[config.mk]
export PLATFORM = sky130hd
export DESIGN_NAME = tiled_texture_block_decoder_top
export DESIGN_NICKNAME = d
export VERILOG_FILES = /design/src/design/ttbd_pkg.sv /design/src/design/ttbd_front.sv /design/src/design/ttbd_queue.sv /design/src/design/ttbd_back.sv /design/src/design/tiled_texture_block_decoder_top.sv
export SDC_FILE = /design/constraint.sdc
export NUM_CORES = 1
export LEC_CHECK = 0
export BUFFER_PORTS_ARGS = -buffer_cell sky130_fd_sc_hd__buf_2
export CORE_MARGIN = 2
export CORE_UTILIZATION = 55
export CTS_BUF_LIST = sky130_fd_sc_hd__clkbuf_4 sky130_fd_sc_hd__clkbuf_8
export DETAILED_ROUTE_END_ITERATION = 8
export PLACE_DENSITY = 0.73
export REMOVE_ABC_BUFFERS = 1
export SYNTH_ARGS = -nofsm -noshare
export SYNTH_HDL_FRONTEND = slang
export SYNTH_HIERARCHICAL = 1
export SYNTH_SLANG_ARGS = --single-unit
export TNS_END_PERCENT = 50
[constraint.sdc]
create_clock -name clk -period 7.1 [get_ports clk]
set_input_delay 0.355 -clock clk [delete_from_list [all_inputs] [get_ports clk]]
set_output_delay 0.355 -clock clk [all_outputs]
set_load 0.05 [all_outputs]
[src/design/ttbd_pkg.sv]
// ============================================================================
// ttbd_pkg
// Types and constants shared by the tiled texture block decoder modules.
// ============================================================================
`default_nettype none

package ttbd_pkg;

    // Texture formats
    localparam logic FMT_RGB5A3 = 1'b0;
    localparam logic FMT_CMP    = 1'b1;

    // Configuration register indexes
    typedef logic [1:0] cfg_index_t;
    localparam cfg_index_t REG_FORMAT = 2'd0;
    localparam cfg_index_t REG_WIDTH  = 2'd1;
    localparam cfg_index_t REG_HEIGHT = 2'd2;

    localparam int CFG_W   = 9;
    localparam int COL_W   = 8;
    localparam int COORD_W = 10;

    // One classified word on its way from front to back
    typedef struct packed {
        logic [63:0]        word;
        logic               fmt;
        logic [COORD_W-1:0] x0;
        logic [COORD_W-1:0] y0;
        logic               wrap;
    } work_entry_t;

    // Front to queue write side
    typedef struct packed {
        logic        push;
        work_entry_t entry;
    } queue_write_t;

endpackage

`default_nettype wire

[src/design/ttbd_front.sv]
// ============================================================================
// ttbd_front
// Accepts input words, tracks the tile position and tags each word with its
// base coordinates and end-of-image flag before it enters the queue.
// ============================================================================
`default_nettype none

module ttbd_front #(
    parameter int MAX_DIM = 1024
) (
    input  wire logic                       clk,
    input  wire logic                       rst_n,
    input  wire logic                       in_valid,
    output logic                            in_stall,
    input  wire logic [63:0]                data_word,
    input  wire logic                       fmt,
    input  wire logic [ttbd_pkg::CFG_W-1:0] width_tiles,
    input  wire logic [ttbd_pkg::CFG_W-1:0] height_tiles,
    input  wire logic                       q_full,
    output ttbd_pkg::queue_write_t          q_wr
);
    import ttbd_pkg::*;

    localparam int TILE_CAP_I = ((MAX_DIM / 4) < 256) ? (MAX_DIM / 4) : 256;
    localparam logic [CFG_W-1:0] TILE_CAP = CFG_W'(TILE_CAP_I);

    logic [COL_W-1:0]   col_reg, col_next;
    logic [COORD_W-1:0] base_reg, base_next;
    logic [1:0]         sub_reg, sub_next;
    logic [1:0]         row_reg, row_next;

    logic               accept;
    logic [CFG_W-1:0]   w_eff, h_eff;
    logic [CFG_W-1:0]   step;
    logic [COORD_W:0]   drop;
    logic               do_adv;
    logic [CFG_W-1:0]   col_sum;
    logic [COORD_W:0]   base_sum;
    logic [COORD_W:0]   h_pix;
    logic               wrap;

    assign in_stall = q_full;
    assign accept   = in_valid && !q_full;

    // Clamp the image size to the supported range
    always_comb
    begin
        w_eff = width_tiles;
        if (width_tiles == '0)
            w_eff = CFG_W'(1);
        else if (width_tiles > TILE_CAP)
            w_eff = TILE_CAP;
        h_eff = height_tiles;
        if (height_tiles == '0)
            h_eff = CFG_W'(1);
        else if (height_tiles > TILE_CAP)
            h_eff = TILE_CAP;
    end

    // Advance the position and tag the word
    always_comb
    begin
        col_next  = col_reg;
        base_next = base_reg;
        sub_next  = sub_reg;
        row_next  = row_reg;
        wrap      = 1'b0;
        do_adv    = 1'b0;
        step      = CFG_W'(1);
        drop      = (COORD_W+1)'(4);

        q_wr.push       = accept;
        q_wr.entry.word = data_word;
        q_wr.entry.fmt  = fmt;
        q_wr.entry.wrap = 1'b0;

        if (fmt == FMT_CMP)
        begin
            q_wr.entry.x0 = {COORD_W'({1'b0, col_reg} + {{COL_W{1'b0}}, sub_reg[0]})} << 2;
            q_wr.entry.y0 = base_reg + {{(COORD_W-3){1'b0}}, sub_reg[1], 2'b00};
            step = CFG_W'(2);
            drop = (COORD_W+1)'(8);
            if (sub_reg == 2'd3)
            begin
                sub_next = 2'd0;
                do_adv   = 1'b1;
            end
            else
                sub_next = sub_reg + 2'd1;
        end
        else
        begin
            q_wr.entry.x0 = {{(COORD_W-COL_W){1'b0}}, col_reg} << 2;
            q_wr.entry.y0 = base_reg + {{(COORD_W-2){1'b0}}, row_reg};
            if (row_reg == 2'd3)
            begin
                row_next = 2'd0;
                do_adv   = 1'b1;
            end
            else
                row_next = row_reg + 2'd1;
        end

        col_sum  = {1'b0, col_reg} + step;
        base_sum = {1'b0, base_reg} + drop;
        h_pix    = {h_eff, 2'b00};
        if (do_adv)
        begin
            if (col_sum >= w_eff)
            begin
                col_next = '0;
                if (base_sum >= h_pix)
                begin
                    base_next = '0;
                    wrap      = 1'b1;
                end
                else
                    base_next = base_sum[COORD_W-1:0];
            end
            else
                col_next = col_sum[COL_W-1:0];
        end
        q_wr.entry.wrap = wrap;
    end

    // Update the position on each accepted transaction
    always_ff @(posedge clk or negedge rst_n)
    begin
        if (!rst_n)
        begin
            col_reg  <= '0;
            base_reg <= '0;
            sub_reg  <= '0;
            row_reg  <= '0;
        end
        else if (accept)
        begin
            col_reg  <= col_next;
            base_reg <= base_next;
            sub_reg  <= sub_next;
            row_reg  <= row_next;
        end
    end

endmodule

`default_nettype wire

[src/design/ttbd_queue.sv]
// ============================================================================
// ttbd_queue
// Two-entry queue that decouples the front end from the texel back end.
// ============================================================================
`default_nettype none

module ttbd_queue (
    input  wire logic                  clk,
    input  wire logic                  rst_n,
    input  wire ttbd_pkg::queue_write_t q_wr,
    output logic                       full,
    output logic                       not_empty,
    input  wire logic                  pop,
    output ttbd_pkg::work_entry_t      head
);
    import ttbd_pkg::*;

    localparam int DEPTH = 2;
    localparam int PTR_W = $clog2(DEPTH);

    work_entry_t        mem_reg [DEPTH];
    logic [PTR_W-1:0]   wr_ptr_reg, rd_ptr_reg;
    logic [PTR_W:0]     count_reg;
    logic               do_push, do_pop;

    assign full      = (count_reg == (PTR_W+1)'(DEPTH));
    assign not_empty = (count_reg != '0);
    assign head      = mem_reg[rd_ptr_reg];
    assign do_push   = q_wr.push && !full;
    assign do_pop    = pop && not_empty;

    // Store entries
    always_ff @(posedge clk)
    begin
        if (do_push)
            mem_reg[wr_ptr_reg] <= q_wr.entry;
    end

    // Track pointers and fill level
    always_ff @(posedge clk or negedge rst_n)
    begin
        if (!rst_n)
        begin
            wr_ptr_reg <= '0;
            rd_ptr_reg <= '0;
            count_reg  <= '0;
        end
        else
        begin
            if (do_push)
                wr_ptr_reg <= wr_ptr_reg + PTR_W'(1);
            if (do_pop)
                rd_ptr_reg <= rd_ptr_reg + PTR_W'(1);
            if (do_push && !do_pop)
                count_reg <= count_reg + (PTR_W+1)'(1);
            else if (do_pop && !do_push)
                count_reg <= count_reg - (PTR_W+1)'(1);
        end
    end

endmodule

`default_nettype wire

[src/design/ttbd_back.sv]
// ============================================================================
// ttbd_back
// Takes classified words from the queue and, while the output is not stalled,
// emits one RGBA8 texel per cycle into an output register, with its image coordinates.
// ============================================================================
`default_nettype none

module ttbd_back (
    input  wire logic                         clk,
    input  wire logic                         rst_n,
    input  wire logic                         q_not_empty,
    input  wire ttbd_pkg::work_entry_t        q_head,
    output logic                              q_pop,
    output logic                              out_valid,
    input  wire logic                         out_stall,
    output logic [7:0]                        red,
    output logic [7:0]                        green,
    output logic [7:0]                        blue,
    output logic [7:0]                        alpha,
    output logic [ttbd_pkg::COORD_W-1:0]      pixel_x,
    output logic [ttbd_pkg::COORD_W-1:0]      pixel_y,
    output logic                              last_of_item,
    output logic                              last_of_image
);
    import ttbd_pkg::*;

    // Divide a value below 768 by three: multiply by 683 / 2048
    function automatic logic [7:0] div3(input logic [9:0] v);
        logic [19:0] p;
        p = {10'd0, v} * 20'd683;
        return p[18:11];
    endfunction

    work_entry_t        work_reg;
    logic               busy_reg;
    logic [3:0]         k_reg;

    logic               out_valid_reg;
    logic [7:0]         red_reg, green_reg, blue_reg, alpha_reg;
    logic [COORD_W-1:0] x_reg, y_reg;
    logic               li_reg, lim_reg;

    logic               adv, emit, done;
    logic [3:0]         last_k;

    logic [15:0]        t16, c0, c1;
    logic [7:0]         e0r, e0g, e0b, e1r, e1g, e1b;
    logic [7:0]         p2r, p2g, p2b, p3r, p3g, p3b, p3a;
    logic [7:0]         byte_sel;
    logic [1:0]         code, idx;
    logic [7:0]         tr, tg, tb, ta;
    logic [COORD_W-1:0] tx, ty;
    logic [2:0]         a3;

    // Handshake and sequencing
    assign last_k = (work_reg.fmt == FMT_CMP) ? 4'd15 : 4'd3;
    assign adv    = !out_valid_reg || !out_stall;
    assign emit   = busy_reg && adv;
    assign done   = emit && (k_reg == last_k);
    assign q_pop  = q_not_empty && (!busy_reg || done);

    // Build the CMP palette from the two endpoints
    always_comb
    begin
        c0  = work_reg.word[63:48];
        c1  = work_reg.word[47:32];
        e0r = {c0[15:11], c0[15:13]};
        e0g = {c0[10:5], c0[10:9]};
        e0b = {c0[4:0], c0[4:2]};
        e1r = {c1[15:11], c1[15:13]};
        e1g = {c1[10:5], c1[10:9]};
        e1b = {c1[4:0], c1[4:2]};
        p3r = div3({1'b0, e1r, 1'b0} + {2'b00, e0r} + 10'd1);
        p3g = div3({1'b0, e1g, 1'b0} + {2'b00, e0g} + 10'd1);
        p3b = div3({1'b0, e1b, 1'b0} + {2'b00, e0b} + 10'd1);
        if (c0 > c1)
        begin
            p2r = div3({1'b0, e0r, 1'b0} + {2'b00, e1r} + 10'd1);
            p2g = div3({1'b0, e0g, 1'b0} + {2'b00, e1g} + 10'd1);
            p2b = div3({1'b0, e0b, 1'b0} + {2'b00, e1b} + 10'd1);
            p3a = 8'hFF;
        end
        else
        begin
            p2r = 8'(({1'b0, e0r} + {1'b0, e1r} + 9'd1) >> 1);
            p2g = 8'(({1'b0, e0g} + {1'b0, e1g} + 9'd1) >> 1);
            p2b = 8'(({1'b0, e0b} + {1'b0, e1b} + 9'd1) >> 1);
            p3a = 8'h00;
        end
    end

    // Decode the current texel
    always_comb
    begin
        t16      = work_reg.word[(3 - int'(k_reg[1:0])) * 16 +: 16];
        byte_sel = work_reg.word[(3 - int'(k_reg[3:2])) * 8 +: 8];
        code     = byte_sel[(3 - int'(k_reg[1:0])) * 2 +: 2];
        idx      = {code[0], code[1]};
        a3       = t16[14:12];
        tx       = work_reg.x0 + {{(COORD_W-2){1'b0}}, k_reg[1:0]};
        if (work_reg.fmt == FMT_CMP)
        begin
            ty = work_reg.y0 + {{(COORD_W-2){1'b0}}, k_reg[3:2]};
            unique case (idx)
                2'd0:
                begin
                    tr = e0r; tg = e0g; tb = e0b; ta = 8'hFF;
                end
                2'd1:
                begin
                    tr = e1r; tg = e1g; tb = e1b; ta = 8'hFF;
                end
                2'd2:
                begin
                    tr = p2r; tg = p2g; tb = p2b; ta = 8'hFF;
                end
                default:
                begin
                    tr = p3r; tg = p3g; tb = p3b; ta = p3a;
                end
            endcase
        end
        else
        begin
            ty = work_reg.y0;
            if (t16[15])
            begin
                tr = {t16[14:10], t16[14:12]};
                tg = {t16[9:5], t16[9:7]};
                tb = {t16[4:0], t16[4:2]};
                ta = 8'hFF;
            end
            else
            begin
                tr = {t16[11:8], t16[11:8]};
                tg = {t16[7:4], t16[7:4]};
                tb = {t16[3:0], t16[3:0]};
                ta = {a3, a3, a3[2:1]};
            end
        end
    end

    // Load work and step through its texels
    always_ff @(posedge clk or negedge rst_n)
    begin
        if (!rst_n)
        begin
            busy_reg <= 1'b0;
            k_reg    <= '0;
        end
        else if (q_pop)
        begin
            busy_reg <= 1'b1;
            k_reg    <= '0;
        end
        else if (done)
            busy_reg <= 1'b0;
        else if (emit)
            k_reg <= k_reg + 4'd1;
    end

    // Hold the work word
    always_ff @(posedge clk)
    begin
        if (q_pop)
            work_reg <= q_head;
    end

    // Output register valid
    always_ff @(posedge clk or negedge rst_n)
    begin
        if (!rst_n)
            out_valid_reg <= 1'b0;
        else if (adv)
            out_valid_reg <= emit;
    end

    // Output register payload
    always_ff @(posedge clk)
    begin
        if (emit)
        begin
            red_reg   <= tr;
            green_reg <= tg;
            blue_reg  <= tb;
            alpha_reg <= ta;
            x_reg     <= tx;
            y_reg     <= ty;
            li_reg    <= (k_reg == last_k);
            lim_reg   <= (k_reg == last_k) && work_reg.wrap;
        end
    end

    assign out_valid     = out_valid_reg;
    assign red           = red_reg;
    assign green         = green_reg;
    assign blue          = blue_reg;
    assign alpha         = alpha_reg;
    assign pixel_x       = x_reg;
    assign pixel_y       = y_reg;
    assign last_of_item  = li_reg;
    assign last_of_image = lim_reg;

endmodule

`default_nettype wire

[src/design/tiled_texture_block_decoder_top.sv]
// ============================================================================
// tiled_texture_block_decoder_top
// Decodes tiled RGB5A3 and CMP texture words into RGBA8 texels.
// ============================================================================
// Each accepted 64-bit word yields four texels for an RGB5A3 row and sixteen
// for a CMP sub-block; the texel back end emits one texel per clock while the
// output is not stalled. A two-entry queue sits between the input and the back
// end, so words are taken while texels of earlier words are still going out.
// With the queue and back end empty, a taken word passes the queue entry and
// the work register before its first texel enters the output register. That
// register holds a texel under stall and the back end waits with the next one.
// Write the configuration only while the block is idle; the tile position
// survives configuration writes and wraps once it reaches the new edge.
`default_nettype none

module tiled_texture_block_decoder_top #(
    parameter int MAX_DIM = 1024
) (
    input  wire logic                          clk,
    input  wire logic                          rst_n,
    input  wire logic                          cfg_we,
    input  wire logic [1:0]                    cfg_index,
    input  wire logic [ttbd_pkg::CFG_W-1:0]    cfg_data,
    input  wire logic                          in_valid,
    output logic                               in_stall,
    input  wire logic [63:0]                   data_word,
    output logic                               out_valid,
    input  wire logic                          out_stall,
    output logic [7:0]                         red,
    output logic [7:0]                         green,
    output logic [7:0]                         blue,
    output logic [7:0]                         alpha,
    output logic [ttbd_pkg::COORD_W-1:0]       pixel_x,
    output logic [ttbd_pkg::COORD_W-1:0]       pixel_y,
    output logic                               last_of_item,
    output logic                               last_of_image
);
    import ttbd_pkg::*;

    logic              format_reg;
    logic [CFG_W-1:0]  width_reg, height_reg;

    queue_write_t      q_wr;
    work_entry_t       q_head;
    logic              q_full, q_not_empty, q_pop;

    // Configuration registers
    always_ff @(posedge clk or negedge rst_n)
    begin
        if (!rst_n)
        begin
            format_reg <= FMT_RGB5A3;
            width_reg  <= CFG_W'(1);
            height_reg <= CFG_W'(1);
        end
        else if (cfg_we)
        begin
            unique case (cfg_index)
                REG_FORMAT: format_reg <= cfg_data[0];
                REG_WIDTH:  width_reg  <= cfg_data;
                REG_HEIGHT: height_reg <= cfg_data;
                default:    ;
            endcase
        end
    end

    ttbd_front #(
        .MAX_DIM(MAX_DIM)
    ) u_front (
        .clk          (clk),
        .rst_n        (rst_n),
        .in_valid     (in_valid),
        .in_stall     (in_stall),
        .data_word    (data_word),
        .fmt          (format_reg),
        .width_tiles  (width_reg),
        .height_tiles (height_reg),
        .q_full       (q_full),
        .q_wr         (q_wr)
    );

    ttbd_queue u_queue (
        .clk       (clk),
        .rst_n     (rst_n),
        .q_wr      (q_wr),
        .full      (q_full),
        .not_empty (q_not_empty),
        .pop       (q_pop),
        .head      (q_head)
    );

    ttbd_back u_back (
        .clk           (clk),
        .rst_n         (rst_n),
        .q_not_empty   (q_not_empty),
        .q_head        (q_head),
        .q_pop         (q_pop),
        .out_valid     (out_valid),
        .out_stall     (out_stall),
        .red           (red),
        .green         (green),
        .blue          (blue),
        .alpha         (alpha),
        .pixel_x       (pixel_x),
        .pixel_y       (pixel_y),
        .last_of_item  (last_of_item),
        .last_of_image (last_of_image)
    );

endmodule

`default_nettype wire

Word level (Yosys, flattened, before mapping)
Memory sizes are Yosys's and may differ from the RTL's. A register that Yosys moved wholly into a read port is not among the register bits.
Cells that the tools add are included.
{ "totals": {"reg_bits": 105, "ramBits": 172, "input_bits": 80, "out_inout_bits": 56, "wordCells": 158, "mem_count": 1} }
{ "mem_list": {"columns": ["memory", "words", "width", "rd", "rd_clocked_by_memory_dff", "wr", "line_no", "rtl"], "rows": [
  ["u_queue.mem_reg", 2, 86, 1, 1, 1, "ttbd_queue.sv:21", "work_entry_t mem_reg [DEPTH];"]
]} }
{ "op_classes": {"n_addsub": 34, "multipliers": 6, "order_cmp": 5, "n_eq_ne": 9, "n_shift": 3, "muxes": 44, "n_bitwise": 1, "n_reduce_logical": 34} }
{ "ops": {"columns": ["operator", "count"], "rows": [
  ["multiplier 10 x 10 -> 19 bit, second input constant", 6],
  ["two-way mux 8 bit", 14],
  ["one-hot mux 8 bit (3 select lines)", 3],
  ["variable part select 64 x 32 -> 16 bit", 1],
  ["variable part select 64 x 32 -> 8 bit", 1],
  ["adder 10 x 1 -> 10 bit, second input constant", 6],
  ["adder 9 x 8 -> 10 bit", 6],
  ["two-way mux 9 bit", 4],
  ["variable part select 8 x 32 -> 2 bit", 1],
  ["adder 10 x 2 -> 10 bit", 3],
  ["adder 8 x 8 -> 9 bit", 3],
  ["adder 9 x 1 -> 9 bit, second input constant", 3],
  ["two-way mux 10 bit", 2],
  ["two-way mux 20 bit", 1],
  ["two-way mux 4 bit", 5],
  ["greater-than comparator 9 bit, second input constant", 2],
  ["logical NOT 9 bit", 2],
  ["greater-than comparator 16 bit", 1],
  ["AND reduction 2 bit", 7],
  ["adder 10 x 4 -> 11 bit", 1],
  [">= comparator 11 bit", 1],
  ["adder 10 x 3 -> 10 bit", 1],
  ["== test 2 bit, second input constant", 5],
  ["two-way mux 1 bit", 10],
  ["20 further kinds", 47]
]} }

Logic depth before layout (Yosys ltp)
{ "logic_depth": {"depth_word": 10, "ltp_mapped": 28, "depth_no_buf": 27} }

Hierarchy
Netlist, hierarchy kept.
{ "by_module_without_submodules": {"columns": ["mod", "instances", "cells_each", "area_per_inst_um2", "seq_area_each_um2"], "rows": [
  ["ttbd_back", 1, 1836, 18963.2, 4204.0],
  ["ttbd_queue", 1, 287, 6525.0, 5265.0],
  ["ttbd_front", 1, 341, 2705.1, 500.5],
  ["tiled_texture_block_decoder_top", 1, 41, 739.5, 478.0]
]} }

Worst setup path after synthesis
No wires, ideal clock.
{ "synth_timing": {"path_kind": "reg-to-reg", "start": "register, netlist name u_back/c0[9]", "end": "register u_back.green_reg[2], in the netlist u_back/green[2], data pin", "setup_time_ns": 0.262, "t_arrival_ns": 6.198, "required_ns": 6.838, "setup_slack_ns": 0.639, "stages_incl_launch_ff": 24, "path_buffers": 0, "period_less_slack_ns": 6.461, "cell_sequence": "edfxtp_1 fa_1 a21o_1 a211oi_1 nor2_1 o41ai_1 xnor2_1 inv_1 ha_1 ha_1 fa_1 fa_1 inv_1 fa_1 inv_1 ha_1 a21o_1 a21oi_1 o21ai_0 a211o_1 xor2_1 a21oi_1 a21oi_1 or2_2"} }
{ "synth_between": {"elab_chain_len": 6, "elab_cells_between_ends": 19, "cone_classes": "6 x add/sub; 2 x mul; 1 x order compare; 2 x eq/ne; 3 x shift; 4 x mux; 1 x reduce/logical"} }
{ "synth_rtl": {"columns": ["item", "line_no", "rtl"], "rows": [
  ["adder 9 x 8 -> 10 bit", "ttbd_back.sv:79", "p2g = div3({1'b0, e0g, 1'b0} + {2'b00, e1g} + 10'd1);"],
  ["adder 10 x 1 -> 10 bit", "ttbd_back.sv:79", null],
  ["multiplier 10 x 10 -> 19 bit", "ttbd_back.sv:30", "p = {10'd0, v} * 20'd683;"],
  ["two-way mux 8 bit", "ttbd_back.sv:76", "if (c0 > c1)"],
  ["one-hot mux 8 bit (3 select lines)", "ttbd_back.sv:104", "unique case (idx)"],
  ["two-way mux 8 bit (*)", "ttbd_back.sv:101", "if (work_reg.fmt == FMT_CMP)"],
  ["via u_back.tg[2]", "ttbd_back.sv:51", "logic [7:0] tr, tg, tb, ta;"],
  ["end signal, assigned", "ttbd_back.sv:184", "green_reg <= tg;"],
  ["end, declared", "ttbd_back.sv:39", "logic [7:0] red_reg, green_reg, blue_reg, alpha_reg;"]
]} }
Mark *: on every way through the listed nets, which the timed path passes. The rest lies on a longest branch.
A chain may end at the register's enable or synchronous reset.

Final worst setup path
{ "layout_timing": {"start": "register, netlist name u_back/c0[13]", "end": "register u_back.red_reg[7], in the netlist u_back/red[7], data pin"} }
{ "layout_between": {"elab_chain_len": 6, "elab_cells_between_ends": 17, "cone_classes": "6 x add/sub; 2 x mul; 1 x order compare; 2 x eq/ne; 2 x shift; 3 x mux; 1 x reduce/logical"} }
{ "layout_rtl": {"columns": ["item", "line_no", "rtl"], "rows": [
  ["adder 9 x 8 -> 10 bit", "ttbd_back.sv:78", "p2r = div3({1'b0, e0r, 1'b0} + {2'b00, e1r} + 10'd1);"],
  ["adder 10 x 1 -> 10 bit", "ttbd_back.sv:78", null],
  ["multiplier 10 x 10 -> 19 bit", "ttbd_back.sv:30", null],
  ["two-way mux 8 bit", "ttbd_back.sv:76", null],
  ["one-hot mux 8 bit (3 select lines) (*)", "ttbd_back.sv:104", null],
  ["two-way mux 8 bit (*)", "ttbd_back.sv:101", null],
  ["via u_back.tr[7]", "ttbd_back.sv:51", null],
  ["end signal, assigned", "ttbd_back.sv:183", "red_reg <= tr;"],
  ["end, declared", "ttbd_back.sv:39", null]
]} }
Marked as above.

==> flow_summary.rst <==
.. list-table::
   :header-rows: 1

   * - Metric
     - Value
   * - Run status
     - finished, final reports clean
   * - Global Route Usage Sum
     - 25.4%
   * - Worst hold-check path type
     - input pin to flop
   * - Fraction of synthesis flops using an asynchronous set or reset pin
     - 13.8%
   * - CP Launch Type
     - flop
   * - Relative slew slack
     - 38.6%
   * - Worst-path maximum fanout
     - 6
   * - Count of pins over their slew limit
     - 0
   * - Most used flip-flop cell after synthesis
     - sky130_fd_sc_hd__edfxtp_1
   * - Chip Height
     - 233 um
   * - Arithmetic-cell share of the synthesized area counting full adders, half adders and majority gates
     - 28.6%
   * - Cell variety after synth
     - 76
   * - Area leader, netlist
     - sky130_fd_sc_hd__edfxtp_1
   * - Reg2reg start
     - u_back/c0[13]
   * - Maximum number of pins on one net before global-route repair
     - 62
   * - Worst min-delay path startpoint
     - cfg_index[0]
   * - Fill count
     - 4,057
   * - Count of flip-flops with a built-in enable after synthesis
     - 307
   * - Leading post-synthesis cells by cell area
     - sky130_fd_sc_hd__edfxtp_1 (32%), sky130_fd_sc_hd__ha_1 (19%), sky130_fd_sc_hd__fa_1 (9.2%)
   * - End point of the most critical hold path
     - format_reg
   * - Overflow left after global routing
     - 0
   * - Final hold violation count
     - 0
   * - CTS sink count
     - 356
   * - Number of nets in the layout
     - 3,366
   * - Count of buffers from port buffering
     - 135
   * - WL per Instance
     - 19.7 um
   * - Setup total negative slack
     - 0 ns
   * - Yosys top cell area share
     - 31.9%
   * - Buffer cell driving the clock tree root
     - sky130_fd_sc_hd__clkbuf_8
   * - Number of failing setup endpoints in the final timing report
     - 0
   * - Synthesized area per cell
     - 11.5 um2
   * - Maximum capacitance violations
     - 0
   * - First-pass DRT Iterations
     - 6
   * - Detailed Place HPWL
     - 52.1 mm
   * - Vias in the first global route
     - 20,499
   * - Xor-xnor portion of the synthesized cell area
     - 5.68%
   * - # IOs
     - 136
   * - Clock-pin slew on the worst setup and hold paths
     - 0.07 ns
   * - Total vias in the final route
     - 19,641
   * - DRC errors left
     - 0
   * - Max layer used
     - met5
   * - Max FFs per register
     - 172
   * - Start point of the critical path
     - u_back/c0[13]
   * - Iteration-0 DRC Markers
     - 1,372
   * - Cell count after placement
     - 3,232
   * - Maximum count of clock buffers along a single path
     - 3
   * - Compound-Gate Fraction of Synth Area
     - 8.55%
   * - Starting density of the core
     - 55.4%
   * - Slew @ Worst Pin
     - 0.922 ns
   * - Total Wirelength
     - 68.0 mm
   * - Skew final
     - 0.0321 ns
   * - Dominant combinational cell family by area after synthesis
     - adder cells
   * - Post-layout minimum cycle time
     - 6.85 ns
   * - Via count normalized by instance count
     - 5.70
   * - Final cycle utilization of the critical path
     - 96.5%
   * - Worst reg-to-reg setup slack
     - 0.25 ns
   * - Overall die area
     - 54,500 um2
   * - Depth of the most critical reg-to-reg path
     - 26
   * - Required arrival time at the worst endpoint
     - 7.50 ns
   * - Routed metal-1 wire length
     - 28.1 mm
   * - CP arrival
     - 7.25 ns
   * - Core region area
     - 52,200 um2
   * - Multiplexer area fraction after synthesis
     - 7.26%
   * - Wire length of the first global-routing pass
     - 108 mm
   * - Area Growth Syn to Fin
     - 11.5%
   * - Overall die width
     - 233 um
   * - Most frequent cells in the layout
     - sky130_fd_sc_hd__ha_1 (448), sky130_fd_sc_hd__inv_1 (308), sky130_fd_sc_hd__edfxtp_1 (307)
   * - CTS tree
     - yes
   * - Worst hold path cell count
     - 3
   * - Global placement routability congestion
     - 0.943
   * - Flip-flop and latch count after synthesis
     - 356
   * - Clock buffers created by TritonCTS
     - 60
   * - Post-synthesis cell count
     - 2,505
   * - Number of placement rows
     - 84
   * - Number of nets with antenna violations after routing
     - 0
   * - Most common library cell in the layout ignoring fill and taps
     - sky130_fd_sc_hd__ha_1
   * - Share of layout cells above drive strength 1
     - 17.3%
   * - Length of routed met2 wiring
     - 33.4 mm
   * - Worst R2R End
     - u_back/red[7]
   * - Layout Cells excl Fill
     - 3,447
   * - Synth Cell Area
     - 28,900 um2
   * - Share of the yosys chip area belonging to registers
     - 36.1%
   * - Total of warnings raised by yosys
     - 6
   * - CTS H-tree depth
     - 2
   * - Capturing element type of the critical path
     - flop
   * - Clock network latency to the later pin of the worst-skew pair
     - 0.67 ns
   * - Routed length on met3
     - 4.14 mm
   * - CP Class
     - flop to flop
   * - Area share of and/or/nand/nor cells after synthesis
     - 6.71%
   * - Number of antenna violations at the first check in global routing
     - 4
   * - Top achievable clock speed
     - 146 MHz
critical path: stages (launching register included):
cell and delay (ns):
sky130_fd_sc_hd__edfxtp_1 0.49, sky130_fd_sc_hd__buf_4 0.19, sky130_fd_sc_hd__fa_1 0.45, sky130_fd_sc_hd__a21o_1 0.19, sky130_fd_sc_hd__a21oi_1 0.22, sky130_fd_sc_hd__o21bai_1 0.10
sky130_fd_sc_hd__a21oi_1 0.26, sky130_fd_sc_hd__o21bai_1 0.10, sky130_fd_sc_hd__a21oi_1 0.19, sky130_fd_sc_hd__xnor2_1 0.18, sky130_fd_sc_hd__ha_1 0.28, sky130_fd_sc_hd__ha_1 0.34
sky130_fd_sc_hd__fa_1 0.51, sky130_fd_sc_hd__fa_1 0.52, sky130_fd_sc_hd__inv_1 0.05, sky130_fd_sc_hd__fa_1 0.49, sky130_fd_sc_hd__inv_1 0.04, sky130_fd_sc_hd__ha_1 0.30
sky130_fd_sc_hd__nand4_1 0.11, sky130_fd_sc_hd__a21oi_1 0.08, sky130_fd_sc_hd__a211oi_2 0.38, sky130_fd_sc_hd__nor3_2 0.11, sky130_fd_sc_hd__o21ai_2 0.22, sky130_fd_sc_hd__a211oi_1 0.12
sky130_fd_sc_hd__or3_1 0.37, sky130_fd_sc_hd__a31oi_1 0.20, sky130_fd_sc_hd__a21oi_1 0.09
layer usage:
layer	global-route usage [%]	vias up
met3	4.17	161
met1	32.2	9566
met2	43.9	689
met5	0	-
met4	8.80	2
li1	-	9223
per-stage QoR:
step / hold WS [ns] / utilization (%) / setup slack, ns / area (um2)
CTS: 0.105 / 61.2 / 0.0342 / 32000
finish: 0.153 / 61.8 / 0.249 / 32300
global placement: 0.476 / 57.2 / 0.341 / 29900
detailed placement: 0.501 / 57.2 / 0.0731 / 29900
global route: 0.138 / 61.8 / -0.0562 / 32300
floorplan: 0.0594 / - / 0.634 / 28100
synth_stat cells (9+ instances only):
master and instances:
sky130_fd_sc_hd__dfrtp_1 47, sky130_fd_sc_hd__ha_1 449, sky130_fd_sc_hd__fa_1 133, sky130_fd_sc_hd__edfxtp_1 307, sky130_fd_sc_hd__buf_6 9, sky130_fd_sc_hd__a31oi_1 16
sky130_fd_sc_hd__mux2i_1 17, sky130_fd_sc_hd__mux4_2 24, sky130_fd_sc_hd__buf_2 18, sky130_fd_sc_hd__clkbuf_1 27, sky130_fd_sc_hd__inv_1 308, sky130_fd_sc_hd__mux2_4 30
sky130_fd_sc_hd__a211oi_1 19, sky130_fd_sc_hd__o21a_1 11, sky130_fd_sc_hd__a21o_1 30, sky130_fd_sc_hd__nor2_1 80, sky130_fd_sc_hd__a21oi_1 134, sky130_fd_sc_hd__o21bai_1 30
sky130_fd_sc_hd__xor2_1 55, sky130_fd_sc_hd__xnor2_1 130, sky130_fd_sc_hd__nand2_1 116, sky130_fd_sc_hd__or3_1 14, sky130_fd_sc_hd__nand3_1 38, sky130_fd_sc_hd__nor2b_1 18
sky130_fd_sc_hd__nor3_1 37, sky130_fd_sc_hd__buf_4 75, sky130_fd_sc_hd__o21ai_0 64, sky130_fd_sc_hd__nand2b_1 20, sky130_fd_sc_hd__nand4_1 20, sky130_fd_sc_hd__o211ai_1 10
sky130_fd_sc_hd__and2_1 19, sky130_fd_sc_hd__mux2_2 81
worst max path at each step:
stage	depth (start not counted)	endpoint	slack (ns)
after floorplan	23	u_back/green[2]	0.63
after global placement	27	u_back/red[7]	0.34
after detailed placement	25	u_back/red[7]	0.07
after CTS	25	u_back/red[7]	0.03
after global routing	26	u_back/red[5]	-0.06
final	26	u_back/red[7]	0.25
cells by family after synthesis:
group           after synthesis
fa+ha+maj                   582
buf+inv                     444
simple gates                395
compound gates              388
flops                       356
xor+xnor                    186
mux                         153
other cells                   1
final cells by class:
| cell class | instances | area (um2) | share of cell area [%] |
|---|---|---|---|
| well taps | 688 | 861 | 2.67 |
| clock buffers | 73 | 942 | 2.92 |
| inverters | 313 | 1180 | 3.66 |
| clock inverters | 41 | 382 | 1.18 |
| multi-input cells | 1706 | 16600 | 51.4 |
| flip-flops and latches | 356 | 10500 | 32.4 |
| repair buffers | 267 | 1850 | 5.75 |
| diodes | 3 | 7.51 | 0.0233 |
repair_timing:
| item | in CTS | in global routing |
|---|---|---|
| hold buffers | 75 | 0 |
| hold endpoints to repair | 195 | 0 |
| resized for setup | 0 | 27 |
| buffers inserted | 0 | 23 |
| setup endpoints to repair | 0 | 22 |
Power is not shown: default switching activity piles up to over one toggle a cycle in this logic, so the estimate is an artifact.
